$ cat src/hw/rtl/rslf_pkg.sv
// ----------------------------------------------------------------------------
// rslf_pkg
// Shared types, constants and helpers for the scanline run pattern finder.
// ----------------------------------------------------------------------------
package rslf_pkg;

   // Frame geometry
   localparam int MAX_ROW_WIDTH = 2048;
   localparam int MAX_ROWS      = 2048;
   localparam int COL_W         = $clog2(MAX_ROW_WIDTH);
   localparam int ROW_W         = $clog2(MAX_ROWS);
   localparam int LUMA_W        = 8;

   // Run window: four stored runs plus the run being closed
   localparam int WIN_DEPTH     = 4;
   localparam int WIN_IDX_W     = $clog2(WIN_DEPTH);
   localparam int FILL_W        = $clog2(WIN_DEPTH + 1);
   localparam int SPAN_COUNT    = WIN_DEPTH + 1;
   localparam int SPAN_IDX_W    = $clog2(SPAN_COUNT);
   localparam int SEQ_W         = $clog2(SPAN_COUNT + 1);

   // Queue between front and back
   localparam int QUEUE_DEPTH_DEF = 4;

   // Configuration port
   localparam int CSR_INDEX_W   = 2;
   localparam logic [LUMA_W-1:0] THRESHOLD_RESET  = 8'd128;
   localparam logic [LUMA_W-1:0] MIN_EXTENT_RESET = 8'd4;

   typedef enum logic [CSR_INDEX_W-1:0] {
      CSR_LUMA_THRESHOLD = 2'd0,
      CSR_MIN_RUN_EXTENT = 2'd1
   } csr_index_type;

   // Result codes
   localparam logic KIND_PIXEL = 1'b0;
   localparam logic KIND_SPAN  = 1'b1;
   localparam logic [LUMA_W-1:0] LUMA_WHITE = 8'd255;
   localparam logic [LUMA_W-1:0] LUMA_BLACK = 8'd0;

   // One run of equal color
   typedef struct packed {
      logic [COL_W-1:0] start;
      logic [COL_W-1:0] stop;
      logic             white;
   } run_type;

   // Everything the back end needs to emit the results of one pixel
   typedef struct packed {
      logic                       white;
      logic [ROW_W-1:0]           row;
      logic [COL_W-1:0]           col;
      logic                       match;
      run_type [SPAN_COUNT-1:0]   runs;
   } item_type;

   // a near b: b - a/2 < a < b + a/2, a/2 rounded down
   function automatic logic near_half(input logic [COL_W-1:0] a,
                                      input logic [COL_W-1:0] b);
      logic [COL_W:0] half;
      logic [COL_W:0] a_x;
      logic [COL_W:0] b_x;
      half = {2'b00, a[COL_W-1:1]};
      a_x  = {1'b0, a};
      b_x  = {1'b0, b};
      return ((a_x + half) > b_x) && (a_x < (b_x + half));
   endfunction

endpackage

$ cat src/hw/rtl/rslf_front.sv
// ----------------------------------------------------------------------------
// rslf_front
// Binarizes pixels, tracks runs per row, keeps the run window and tests it
// for the finder shape. Each accepted pixel pushes one item to the queue.
// ----------------------------------------------------------------------------
module rslf_front (
   input  logic                           clock,
   input  logic                           reset,
   input  logic                           req_valid,
   output logic                           req_stall,
   input  logic [rslf_pkg::LUMA_W-1:0]      req_luma,
   input  logic                           req_row_end,
   input  logic                           csr_valid,
   output logic                           csr_ready,
   input  logic [rslf_pkg::CSR_INDEX_W-1:0] csr_index,
   input  logic [rslf_pkg::LUMA_W-1:0]      csr_wdata,
   input  logic                           q_full,
   output logic                           push,
   output rslf_pkg::item_type             push_item
);
   import rslf_pkg::*;

   // Configuration
   logic [LUMA_W-1:0] thresh_ff, thresh_in;
   logic [LUMA_W-1:0] min_ext_ff, min_ext_in;

   // Row and run tracking
   logic [COL_W-1:0] column_ff, column_in;
   logic [ROW_W-1:0] row_ff, row_in;
   logic             run_active_ff, run_active_in;
   logic [COL_W-1:0] run_start_ff, run_start_in;
   logic [COL_W-1:0] run_stop_ff, run_stop_in;
   logic             run_white_ff, run_white_in;

   // Window of kept runs, extents kept alongside
   run_type          win_ff [WIN_DEPTH];
   run_type          win_in [WIN_DEPTH];
   logic [COL_W-1:0] win_ext_ff [WIN_DEPTH];
   logic [COL_W-1:0] win_ext_in [WIN_DEPTH];
   logic [FILL_W-1:0] fill_ff, fill_in;

   logic             accept;
   logic             white;
   logic             change;
   logic             close_a;
   logic             close_b;
   run_type          cls_run;
   logic [COL_W-1:0] cls_ext;
   logic [LUMA_W-1:0] min_eff;
   logic             kept;
   logic             win_full;
   logic             match;

   assign csr_ready = 1'b1;
   assign req_stall = q_full;
   assign accept    = req_valid && !q_full;
   assign push      = accept;

   // Classify the pixel and pick the run that closes on it
   always_comb begin
      white    = (req_luma >= thresh_ff);
      change   = !run_active_ff || (white != run_white_ff);
      close_a  = run_active_ff && (white != run_white_ff);
      close_b  = req_row_end && !change;
      cls_run.start = run_start_ff;
      cls_run.stop  = close_a ? run_stop_ff : column_ff;
      cls_run.white = run_white_ff;
      cls_ext  = cls_run.stop - cls_run.start;
      min_eff  = (min_ext_ff == '0) ? LUMA_W'(1) : min_ext_ff;
      kept     = (close_a || close_b) && (cls_ext >= COL_W'(min_eff));
      win_full = (fill_ff >= FILL_W'(WIN_DEPTH));
      match    = kept && win_full && !win_ff[0].white
                 && near_half(win_ext_ff[0], cls_ext)
                 && near_half(win_ext_ff[1], win_ext_ff[3])
                 && (win_ext_ff[1] < win_ext_ff[2])
                 && (win_ext_ff[2] > win_ext_ff[3]);
   end

   // Item for the back end
   always_comb begin
      push_item.white = white;
      push_item.row   = row_ff;
      push_item.col   = column_ff;
      push_item.match = match;
      for (int i = 0; i < WIN_DEPTH; i++) begin
         push_item.runs[i] = win_ff[i];
      end
      push_item.runs[WIN_DEPTH] = cls_run;
   end

   // Next state
   always_comb begin
      thresh_in     = thresh_ff;
      min_ext_in    = min_ext_ff;
      column_in     = column_ff;
      row_in        = row_ff;
      run_active_in = run_active_ff;
      run_start_in  = run_start_ff;
      run_stop_in   = run_stop_ff;
      run_white_in  = run_white_ff;
      win_in        = win_ff;
      win_ext_in    = win_ext_ff;
      fill_in       = fill_ff;

      if (csr_valid) begin
         case (csr_index)
            CSR_LUMA_THRESHOLD: thresh_in  = csr_wdata;
            CSR_MIN_RUN_EXTENT: min_ext_in = csr_wdata;
            default: ;
         endcase
      end

      if (accept) begin
         // run tracking
         if (change) begin
            run_active_in = 1'b1;
            run_start_in  = column_ff;
            run_stop_in   = column_ff;
            run_white_in  = white;
         end else begin
            run_stop_in   = column_ff;
         end

         // window update on a kept run
         if (kept) begin
            if (win_full) begin
               for (int i = 0; i < WIN_DEPTH - 1; i++) begin
                  win_in[i]     = win_ff[i+1];
                  win_ext_in[i] = win_ext_ff[i+1];
               end
               win_in[WIN_DEPTH-1]     = cls_run;
               win_ext_in[WIN_DEPTH-1] = cls_ext;
            end else begin
               win_in[fill_ff[WIN_IDX_W-1:0]]     = cls_run;
               win_ext_in[fill_ff[WIN_IDX_W-1:0]] = cls_ext;
               fill_in = fill_ff + 1'b1;
            end
         end

         // row bookkeeping
         if (req_row_end) begin
            run_active_in = 1'b0;
            fill_in       = '0;
            column_in     = '0;
            row_in        = (row_ff == ROW_W'(MAX_ROWS - 1)) ? '0 : row_ff + 1'b1;
         end else if (column_ff != COL_W'(MAX_ROW_WIDTH - 1)) begin
            column_in     = column_ff + 1'b1;
         end
      end
   end

   // Control state
   always_ff @(posedge clock) begin
      if (reset) begin
         thresh_ff     <= THRESHOLD_RESET;
         min_ext_ff    <= MIN_EXTENT_RESET;
         column_ff     <= '0;
         row_ff        <= '0;
         run_active_ff <= 1'b0;
         fill_ff       <= '0;
      end else begin
         thresh_ff     <= thresh_in;
         min_ext_ff    <= min_ext_in;
         column_ff     <= column_in;
         row_ff        <= row_in;
         run_active_ff <= run_active_in;
         fill_ff       <= fill_in;
      end
   end

   // Run and window payload
   always_ff @(posedge clock) begin
      run_start_ff <= run_start_in;
      run_stop_ff  <= run_stop_in;
      run_white_ff <= run_white_in;
      win_ff       <= win_in;
      win_ext_ff   <= win_ext_in;
   end

endmodule

$ cat src/hw/rtl/rslf_queue.sv
// ----------------------------------------------------------------------------
// rslf_queue
// Short FIFO of items between the front and the back end.
// ----------------------------------------------------------------------------
module rslf_queue #(
   parameter int DEPTH = rslf_pkg::QUEUE_DEPTH_DEF
) (
   input  logic                clock,
   input  logic                reset,
   input  logic                push,
   input  rslf_pkg::item_type  push_item,
   output logic                full,
   input  logic                pop,
   output logic                head_valid,
   output rslf_pkg::item_type  head_item
);
   import rslf_pkg::*;

   localparam int PTR_W = (DEPTH > 1) ? $clog2(DEPTH) : 1;
   localparam int CNT_W = $clog2(DEPTH + 1);

   item_type         mem_ff [DEPTH];
   logic [PTR_W-1:0] wr_ptr_ff, wr_ptr_in;
   logic [PTR_W-1:0] rd_ptr_ff, rd_ptr_in;
   logic [CNT_W-1:0] count_ff, count_in;
   logic             do_push;
   logic             do_pop;

   assign full       = (count_ff == CNT_W'(DEPTH));
   assign head_valid = (count_ff != '0);
   assign head_item  = mem_ff[rd_ptr_ff];
   assign do_push    = push && !full;
   assign do_pop     = pop && head_valid;

   // Pointer and count update
   always_comb begin
      wr_ptr_in = wr_ptr_ff;
      rd_ptr_in = rd_ptr_ff;
      count_in  = count_ff;
      if (do_push) begin
         wr_ptr_in = (wr_ptr_ff == PTR_W'(DEPTH - 1)) ? '0 : wr_ptr_ff + 1'b1;
      end
      if (do_pop) begin
         rd_ptr_in = (rd_ptr_ff == PTR_W'(DEPTH - 1)) ? '0 : rd_ptr_ff + 1'b1;
      end
      if (do_push && !do_pop) begin
         count_in = count_ff + 1'b1;
      end else if (do_pop && !do_push) begin
         count_in = count_ff - 1'b1;
      end
   end

   always_ff @(posedge clock) begin
      if (reset) begin
         wr_ptr_ff <= '0;
         rd_ptr_ff <= '0;
         count_ff  <= '0;
      end else begin
         wr_ptr_ff <= wr_ptr_in;
         rd_ptr_ff <= rd_ptr_in;
         count_ff  <= count_in;
      end
   end

   // Storage
   always_ff @(posedge clock) begin
      if (do_push) begin
         mem_ff[wr_ptr_ff] <= push_item;
      end
   end

endmodule

$ cat src/hw/rtl/rslf_back.sv
// ----------------------------------------------------------------------------
// rslf_back
// Walks the queue head through its results: the pixel, then the five spans
// on a match, into a registered result stage.
// ----------------------------------------------------------------------------
module rslf_back (
   input  logic                        clock,
   input  logic                        reset,
   input  logic                        head_valid,
   input  rslf_pkg::item_type          head_item,
   output logic                        pop,
   output logic                        rsp_valid,
   input  logic                        rsp_stall,
   output logic                        rsp_kind,
   output logic [rslf_pkg::LUMA_W-1:0] rsp_out_luma,
   output logic [rslf_pkg::ROW_W-1:0]  rsp_row_index,
   output logic [rslf_pkg::COL_W-1:0]  rsp_span_start,
   output logic [rslf_pkg::COL_W-1:0]  rsp_span_stop,
   output logic                        rsp_last
);
   import rslf_pkg::*;

   logic [SEQ_W-1:0]      seq_ff, seq_in;
   logic                  valid_ff, valid_in;
   logic                  kind_ff, kind_in;
   logic [LUMA_W-1:0]     luma_ff, luma_in;
   logic [ROW_W-1:0]      row_ff, row_in;
   logic [COL_W-1:0]      start_ff, start_in;
   logic [COL_W-1:0]      stop_ff, stop_in;
   logic                  last_ff, last_in;

   logic                  load;
   logic [SPAN_IDX_W-1:0] span_idx;
   run_type               span;

   assign load     = head_valid && (!valid_ff || !rsp_stall);
   assign span_idx = SPAN_IDX_W'(seq_ff - 1'b1);
   assign span     = head_item.runs[span_idx];
   assign pop      = load && last_in;

   // Build the next result from the head item
   always_comb begin
      row_in = head_item.row;
      if (seq_ff == '0) begin
         kind_in  = KIND_PIXEL;
         luma_in  = head_item.white ? LUMA_WHITE : LUMA_BLACK;
         start_in = head_item.col;
         stop_in  = '0;
         last_in  = !head_item.match;
      end else begin
         kind_in  = KIND_SPAN;
         luma_in  = span.white ? LUMA_BLACK : LUMA_WHITE;
         start_in = span.start;
         stop_in  = span.stop;
         last_in  = (seq_ff == SEQ_W'(SPAN_COUNT));
      end
   end

   // Sequence counter and output valid
   always_comb begin
      seq_in   = seq_ff;
      valid_in = valid_ff;
      if (load) begin
         valid_in = 1'b1;
         seq_in   = last_in ? '0 : seq_ff + 1'b1;
      end else if (!rsp_stall) begin
         valid_in = 1'b0;
      end
   end

   always_ff @(posedge clock) begin
      if (reset) begin
         seq_ff   <= '0;
         valid_ff <= 1'b0;
      end else begin
         seq_ff   <= seq_in;
         valid_ff <= valid_in;
      end
   end

   // Result payload
   always_ff @(posedge clock) begin
      if (load) begin
         kind_ff  <= kind_in;
         luma_ff  <= luma_in;
         row_ff   <= row_in;
         start_ff <= start_in;
         stop_ff  <= stop_in;
         last_ff  <= last_in;
      end
   end

   assign rsp_valid      = valid_ff;
   assign rsp_kind       = kind_ff;
   assign rsp_out_luma   = luma_ff;
   assign rsp_row_index  = row_ff;
   assign rsp_span_start = start_ff;
   assign rsp_span_stop  = stop_ff;
   assign rsp_last       = last_ff;

endmodule

$ cat src/hw/rtl/scanline_run_pattern_finder.sv
// ----------------------------------------------------------------------------
// scanline_run_pattern_finder
// Binarizes raster pixels, run-length codes each row and reports five-run
// finder shapes as draw spans after the binarized pixel.
//
//   channel  direction  handshake              payload
//   req_     in         req_valid / req_stall  luma, row_end
//   rsp_     out        rsp_valid / rsp_stall  kind, out_luma, row_index,
//                                              span_start, span_stop, last
//   csr_     in         csr_valid / csr_ready  csr_index, csr_wdata
//
// One pixel is taken per cycle while req_stall is low; it gives one result, or six
// when a finder shape closes on it, and the rsp_ register stage emits one result
// per cycle while rsp_stall is low. With the back end idle, a pixel's first
// result passes the queue write, then the rsp_ register, before rsp_valid rises.
// A match holds the queue head until its six results are loaded; with pixels
// arriving every cycle the item queue (QUEUE_DEPTH entries) fills and req_ stalls.
// Synchronous reset clears control state and loads the register defaults.
// req_stall rises only while the item queue is full.
// ----------------------------------------------------------------------------
module scanline_run_pattern_finder #(
   parameter int QUEUE_DEPTH = rslf_pkg::QUEUE_DEPTH_DEF
) (
   input  logic                              clock,
   input  logic                              reset,
   input  logic                              req_valid,
   output logic                              req_stall,
   input  logic [rslf_pkg::LUMA_W-1:0]       req_luma,
   input  logic                              req_row_end,
   output logic                              rsp_valid,
   input  logic                              rsp_stall,
   output logic                              rsp_kind,
   output logic [rslf_pkg::LUMA_W-1:0]       rsp_out_luma,
   output logic [rslf_pkg::ROW_W-1:0]        rsp_row_index,
   output logic [rslf_pkg::COL_W-1:0]        rsp_span_start,
   output logic [rslf_pkg::COL_W-1:0]        rsp_span_stop,
   output logic                              rsp_last,
   input  logic                              csr_valid,
   output logic                              csr_ready,
   input  logic [rslf_pkg::CSR_INDEX_W-1:0]  csr_index,
   input  logic [rslf_pkg::LUMA_W-1:0]       csr_wdata
);
   import rslf_pkg::*;

   logic     q_full;
   logic     push;
   item_type push_item;
   logic     pop;
   logic     head_valid;
   item_type head_item;

   // Classification and run window
   rslf_front u_front (
      .clock       (clock),
      .reset       (reset),
      .req_valid   (req_valid),
      .req_stall   (req_stall),
      .req_luma    (req_luma),
      .req_row_end (req_row_end),
      .csr_valid   (csr_valid),
      .csr_ready   (csr_ready),
      .csr_index   (csr_index),
      .csr_wdata   (csr_wdata),
      .q_full      (q_full),
      .push        (push),
      .push_item   (push_item)
   );

   // Item queue
   rslf_queue #(
      .DEPTH (QUEUE_DEPTH)
   ) u_queue (
      .clock      (clock),
      .reset      (reset),
      .push       (push),
      .push_item  (push_item),
      .full       (q_full),
      .pop        (pop),
      .head_valid (head_valid),
      .head_item  (head_item)
   );

   // Result sequencing
   rslf_back u_back (
      .clock          (clock),
      .reset          (reset),
      .head_valid     (head_valid),
      .head_item      (head_item),
      .pop            (pop),
      .rsp_valid      (rsp_valid),
      .rsp_stall      (rsp_stall),
      .rsp_kind       (rsp_kind),
      .rsp_out_luma   (rsp_out_luma),
      .rsp_row_index  (rsp_row_index),
      .rsp_span_start (rsp_span_start),
      .rsp_span_stop  (rsp_span_stop),
      .rsp_last       (rsp_last)
   );

endmodule

$ cat config.mk
export PLATFORM = sky130hd
export DESIGN_NAME = scanline_run_pattern_finder
export DESIGN_NICKNAME = d
export VERILOG_FILES = /design/src/hw/rtl/rslf_pkg.sv /design/src/hw/rtl/rslf_front.sv /design/src/hw/rtl/rslf_queue.sv /design/src/hw/rtl/rslf_back.sv /design/src/hw/rtl/scanline_run_pattern_finder.sv
export SDC_FILE = /design/constraint.sdc
export NUM_CORES = 1
export LEC_CHECK = 0
export BUFFER_PORTS_ARGS = -buffer_cell sky130_fd_sc_hd__buf_2
export CAP_MARGIN = 10
export CORE_MARGIN = 1.5
export CORE_UTILIZATION = 35
export DETAILED_ROUTE_END_ITERATION = 12
export GPL_TIMING_DRIVEN = 0
export PLACE_DENSITY_LB_ADDON = 0.25
export SYNTH_ARGS = -nofsm -noshare
export SYNTH_HDL_FRONTEND = slang
export SYNTH_HIERARCHICAL = 1
export SYNTH_SLANG_ARGS = --single-unit
$ cat constraint.sdc
create_clock -name clock -period 13 [get_ports clock]
set_input_delay 2.6 -clock clock [delete_from_list [all_inputs] [get_ports clock]]
set_output_delay 2.6 -clock clock [all_outputs]
set_load 0.03 [all_outputs]
==> results of run 1 <==
-- critical path: cells and delay by family --
family	cells	cell delay [ns]
compound gates	8	2.20
xor+xnor	2	0.94
fa+ha+maj	4	1.35
buf+inv	5	0.88
mux	1	0.77
simple gates	8	1.69
-- path summary, 6_finish.rpt --
| kind | to | slack [ns] | cells past startpoint |
|---|---|---|---|
| worst max register to register | u_queue/mem_ff[3][115]$_DFFE_PP_ | 4.87 | 26 |
| worst min-delay path | u_queue/mem_ff[3][21]$_DFFE_PP_ | 0.49 | 0 |
| worst min register to register | u_queue/mem_ff[3][21]$_DFFE_PP_ | 0.49 | 0 |
| worst max-delay path | u_queue/mem_ff[3][115]$_DFFE_PP_ | 3.06 | 28 |
-- per-layer routing --
metal  wire, um  part of all wire  up-vias
met5          0                 0        -
met4       1400             0.016        0
met3       5270             0.059      112
met2      43900              0.49      577
met1      39300              0.44    10130
li1           -                 -     8610
-- metrics by stage --
step,setup WS [ns],utilization
after CTS,3.11,0.405
after floorplan,4.23,-
after global placement,0.240,0.374
after global routing,2.60,0.405
final,3.06,0.405
after detailed placement,2.47,0.379
-- flip-flops by register name, summed over array words and instances (netlist names), 2 cells and up, named ones only --
signal                 cells
u_back/rsp_row_index      11
u_back/rsp_span_start     11
u_back/rsp_span_stop      11
u_back/seq_ff              3
u_front/column_ff         11
u_front/fill_ff            3
u_front/min_ext_ff         8
u_front/push_item         92
u_front/row_ff            11
u_front/run_start_ff      11
u_front/run_stop_ff       11
u_front/thresh_ff          8
u_front/win_ext_ff        44
u_queue/count_ff           3
u_queue/mem_ff           556
u_queue/rd_ptr_ff          2
u_queue/wr_ptr_ff          2
-- logic make-up after synthesis --
kind of cell	after synthesis	share of synthesized area
buf+inv	192	0.0272
xor+xnor	58	0.0145
mux	182	0.111
compound gates	341	0.0664
flops	806	0.676
simple gates	356	0.0481
fa+ha+maj	155	0.0567
other cells	1	0.000107
-- layout by cell type, fill, tap and decap left out, types with 10 or more instances in the layout --
master / count
a21o_1: 24
a21oi_1: 72
a221o_1: 11
a22o_1: 44
and2_1: 16
buf_16: 11
buf_2: 82
buf_4: 16
buf_6: 17
clkbuf_1: 53
clkbuf_16: 85
clkinv_1: 19
clkinv_2: 13
dfxtp_1: 55
edfxtp_1: 751
ha_1: 149
inv_1: 99
mux2i_1: 20
mux4_2: 156
nand2_1: 90
nand2b_1: 13
nand3_1: 19
nand4_1: 12
nor2_1: 122
nor2b_1: 16
nor3_1: 22
o21ai_0: 89
o21bai_1: 10
o22ai_1: 21
or3_1: 10
xnor2_1: 29
xor2_1: 29
-- final cells by class --
class,count,area [um^2]
buffer,89,566
clock buffer,111,2260
clock inverter,39,354
fill,8875,58700
inverter,103,388
multi-input combinational,1093,10400
sequential,806,23700
tap,1287,1610
timing repair buffer,85,758
-- power by group through the flow --
stage	clock network (mW)	registers, mW	logic (mW)
after floorplan	0	3.55	1.39
after global placement	0	3.50	2.19
after detailed placement	0	3.44	2.27
after CTS	2.35	3.39	2.29
after global routing	2.45	3.42	2.42
final	2.30	3.39	2.25
==> flow_metrics.py, run 1 <==
metrics = {
    "synthesis": {
        "synth_edf_count": 751,
        "ys_warn_count": 6,
        "synth_top_cells_by_count": "edfxtp_1 (751), mux4_2 (156), ha_1 (149)",
        "netlist_area_um2": 35000,
        "synthArstFlopShare": 0,
        "syn_inst": 2091,
        "synth_top_cell_area_share": 0.645,
        "synth.most_common_cell": "edfxtp_1",
        "yosysUniqueCellTypes": 83,
        "yosys.area.top_type": "edfxtp_1",
        "synth_fp_nets": 2270,
        "dominantRegCellSynth": "edfxtp_1",
        "seq_area_frac_synth": 0.676,
        "avgSynthCellArea_um2": 16.7,
        "ys_ff_latch": 806,
        "ys_top_cells_by_area": "edfxtp_1 (64%), mux4_2 (10%), ha_1 (5.3%)",
    },
    "sta": {
        "rsz0062_at_grt": "false",
        "hold_viol": 0,
        "period_share": 0.764,
        "tightest_slew_ns": 1.23,
        "post-route-min-period_ns": 9.94,
        "finalSetupTns_ns": 0,
        "finalSetupViolCount": 0,
        "slew_headroom": 0.182,
        "hold_ws_ns": 0.486,
        "drv_slew": 0,
        "finClkSkew_ns": 0.0376,
        "max_freq_ghz": 0.101,
    },
    "cts": {
        "postCtsSetupBuffers": 0,
        "path_clk_slew_ns": 0.06,
        "clock-sinks": 806,
        "cts_resized": 0,
        "clk_latency_ns": 0.65,
        "clock_tree.buffer_depth": 3,
        "numCtsBuffers": 84,
        "ctsHoldBuffers": 0,
        "cts.htree.levels": 3,
        "root_buffer": "clkbuf_16",
        "cts_tree": "built",
    },
    "global_routing": {
        "busiest_layer": "met2",
        "antenna_found_initial": 3,
        "grt_max_degree": 51,
        "grtUsageTotal": 0.176,
        "overflow": 0,
        "met2_usage": 0.294,
        "grt_pass1_wl_mm": 132,
        "grt_pass1_vias": 19828,
        "use_met1": 0.242,
        "grtUsageMet3": 0.0307,
    },
    "setup_path": {
        "critical_path_class": "input port to flip-flop",
        "cp_slowest_cell": "xor2_1",
        "worstSetupStartpoint": "req_luma[0]",
        "cp.arrival_ns": 10.43,
        "end_kind": "flip-flop",
        "crit_path_start_kind": "input port",
        "slowest_delay_ns": 0.78,
        "r2r-start": "u_front/thresh_ff[0]$_SDFFE_PP0P_",
        "cp_data_required_time_ns": 13.50,
        "path_max_fanout": 10,
        "cp_common_cell": "ha_1",
    },
    "route": {
        "drt_iter0_markers": 1697,
        "antenna_left": 0,
        "viasPerCell": 5.38,
        "vias": 19429,
        "wl_mm": 89.9,
        "wire_per_inst_um": 24.9,
        "drc": 0,
        "first_pass_iters": 6,
    },
    "die": {
        "core_um2": 98700,
        "die_area_um2": 102000,
        "io_pins": 70,
        "chipHeight_um": 319,
        "initial_core_util": 0.354,
        "rows": 115,
        "die_x_um": 319,
    },
    "hold_path": {
        "hold_start": "u_front/push_item[21]$_DFFE_PP_",
        "hold_path.class": "flip-flop to flip-flop",
    },
    "pwr": {
        "switchingPower_mw": 2.44,
        "ir_drop_mv": 0.0988,
        "intPower_mw": 5.49,
        "p_clk_frac": 0.290,
        "pwr_density_cell_nw_per_um2": 198,
        "seq_power_share": 0.427,
        "p_leak_nw": 13.8,
        "power_mw": 7.93,
        "p_comb_frac": 0.284,
        "switching_share": 0.308,
    },
    "job": {
        "cap_violations": 0,
    },
    "placement": {
        "io_buffers": 68,
        "dp_hpwl_mm": 60.5,
        "dp.cells": 3462,
        "place_congestion": 0.806,
        "place_area_um2": 37400,
    },
    "cells_and_area": {
        "layout.nets": 2441,
        "antennaDiodeCount": 0,
        "drive_above_1_share": 0.184,
        "stdcell_area_um2": 40000,
        "areaGrowthSynthToFinish_pct": 14.4,
        "fin_cells": 3613,
    },
    "run_status": {
        "status": "completed",
    },
}
No activity file was read; power rests on OpenSTA's default activity.
==> run 2, diff against run 1 <==
==> constraint.sdc (replaced) <==
create_clock -name clock -period 8.75 [get_ports clock]
set_input_delay 1.75 -clock clock [delete_from_list [all_inputs] [get_ports clock]]
set_output_delay 1.75 -clock clock [all_outputs]
set_load 0.03 [all_outputs]
==> run 2 against run 1 <==
Net effect: worst setup slack got worse by 2.5 ns; clock power rose by 48%; register-to-register slack got worse by 3.4 ns; clock skew barely moved; first-iteration DRC count rose by 2.6%; die area did not move; sequential power rose by 48%; routed wire length fell by 0.16%; hold slack got worse by 0.0020 ns; final area rose by 0.22%; critical path type unchanged; combinational power rose by 49%; largest power group unchanged.
==> flow_metrics.py, run 2 (synthesis results as in run 1) <==
metrics = {
    "run_status": {
        "status": "completed",
    },
    "cts": {
        "path_clk_slew_ns": 0.06,
        "clock-sinks": 806,
        "cts.htree.levels": 3,
        "postCtsSetupBuffers": 0,
        "clk_latency_ns": 0.65,
        "cts_tree": "built",
        "root_buffer": "clkbuf_16",
        "clock_tree.buffer_depth": 3,
        "numCtsBuffers": 84,
    },
    "pwr": {
        "ir_drop_mv": 0.147,
        "seq_power_share": 0.426,
        "p_leak_nw": 13.8,
        "switchingPower_mw": 3.63,
        "pwr_density_cell_nw_per_um2": 294,
        "switching_share": 0.308,
        "p_clk_frac": 0.289,
        "intPower_mw": 8.17,
        "p_comb_frac": 0.284,
    },
    "die": {
        "rows": 115,
        "chipHeight_um": 319,
        "die_area_um2": 102000,
        "initial_core_util": 0.354,
        "core_um2": 98700,
        "io_pins": 70,
        "die_x_um": 319,
    },
    "placement": {
        "dp_hpwl_mm": 60.5,
        "place_congestion": 0.806,
        "dp.cells": 3462,
        "io_buffers": 68,
        "place_area_um2": 37400,
    },
    "global_routing": {
        "antenna_found_initial": 3,
        "grt_pass1_vias": 19845,
        "grtUsageTotal": 0.176,
        "grt_max_degree": 51,
        "grt_pass1_wl_mm": 132,
        "overflow": 0,
    },
    "setup_path": {
        "end_kind": "flip-flop",
        "cp_data_required_time_ns": 9.25,
        "critical_path_class": "input port to flip-flop",
        "path_max_fanout": 10,
        "cp.arrival_ns": 8.72,
        "crit_path_start_kind": "input port",
    },
    "route": {
        "wire_per_inst_um": 24.9,
        "viasPerCell": 5.37,
        "drt_iter0_markers": 1741,
        "first_pass_iters": 6,
        "vias": 19418,
        "antenna_left": 0,
        "wl_mm": 89.8,
        "drc": 0,
    },
    "cells_and_area": {
        "layout.nets": 2441,
        "fin_cells": 3613,
        "fillCellCount": 8868,
        "final_cell_mix": "edfxtp_1 (751), mux4_2 (156), ha_1 (149)",
        "areaGrowthSynthToFinish_pct": 14.7,
        "stdcell_area_um2": 40100,
        "antennaDiodeCount": 0,
        "layout_commonest_cell": "edfxtp_1",
        "drive_above_1_share": 0.188,
        "largest_reg_flops": 556,
        "largest-register": "u_queue/mem_ff",
    },
    "sta": {
        "hold_viol": 0,
        "drv_slew": 0,
        "finClkSkew_ns": 0.0372,
        "max_freq_ghz": 0.122,
        "slew_headroom": 0.187,
        "rsz0062_at_grt": "false",
        "finalSetupTns_ns": 0,
        "post-route-min-period_ns": 8.23,
        "period_share": 0.940,
        "tightest_slew_ns": 1.22,
        "finalSetupViolCount": 0,
    },
    "hold_path": {
        "hold_path.class": "flip-flop to flip-flop",
    },
    "job": {
        "cap_violations": 0,
    },
}
==> run 2: cell counts in the layout (fill, tap and decap cells not counted) <==
Identical to the previous run, type by type.
==> run 2: worst paths after layout <==
path	cells after the start	slack [ns]	startpoint	end
worst max-delay path	28	0.52	req_luma[0]	u_queue/mem_ff[3][115]$_DFFE_PP_
worst min-delay path	0	0.48	u_front/push_item[21]$_DFFE_PP_	u_queue/mem_ff[3][21]$_DFFE_PP_
worst max register to register	26	1.48	u_front/thresh_ff[0]$_SDFFE_PP0P_	u_queue/mem_ff[3][115]$_DFFE_PP_
worst min register to register	0	0.48	u_front/push_item[21]$_DFFE_PP_	u_queue/mem_ff[3][21]$_DFFE_PP_
==> run 2: per-stage QoR <==
stage	util	worst slack [ns]	power (mW)	hold slack, ns
2_1_floorplan	-	0.826	7.34	0.447
3_3_place_gp	0.374	-3.16	8.45	0.464
3_5_place_dp	0.379	-0.934	8.49	0.482
4_1_cts	0.405	0.00174	11.9	0.474
5_1_grt	0.406	0.105	12.3	0.489
6_report	0.406	0.524	11.8	0.484
==> run 2: what timing repair did <==
item,in CTS,in global routing
gates resized for setup,2,13
setup endpoints to repair,80,80
hold buffers,0,0
pin swaps,0,0
==> run 2: layout make-up <==
cell class                 count  area, um^2  area share
sequential                   806       23700       0.590
multi-input combinational   1093       10500       0.262
clock buffer                 111        2260      0.0565
tap                         1287        1610      0.0402
timing repair buffer          85         758      0.0189
buffer                        89         566      0.0141
inverter                     103         388     0.00967
clock inverter                39         354     0.00883
==> run 2: critical path, stage by stage <==
cell and delay, ns:
buf_2 0.08, inv_1 0.04, ha_1 0.28, nand2b_4 0.15, a2111oi_4 0.41, nor4_1 0.15, a2111o_1 0.45, nand2_4 0.32
mux2i_4 0.46, inv_1 0.24, ha_1 0.41, a21o_1 0.23, or3_1 0.35, o21ai_1 0.40, xor2_4 0.37, inv_1 0.15
ha_1 0.38, a21o_1 0.20, a31oi_1 0.24, o21ai_0 0.16, xor2_1 0.16, ha_1 0.21, nor2_1 0.14, nand2_1 0.07
o21ai_0 0.27, nor3_1 0.10, nor4_1 0.36, buf_4 0.20
==> run 2: routing by layer <==
layer / vias up / global-route usage / part of all wire
li1: 8618 / - / -
met1: 10117 / 0.242 / 0.44
met2: 567 / 0.294 / 0.49
met3: 116 / 0.0305 / 0.059
met4: 0 / 0.0357 / 0.017
met5: - / 0 / 0
==> run 2: power by group through the flow <==
| stage | registers [mW] | clock network (mW) | logic, mW |
|---|---|---|---|
| floorplan | 5.27 | 0 | 2.06 |
| global route | 5.08 | 3.64 | 3.61 |
| finish | 5.03 | 3.41 | 3.36 |
| CTS | 5.04 | 3.49 | 3.40 |
| global placement | 5.20 | 0 | 3.25 |
| detailed placement | 5.11 | 0 | 3.38 |
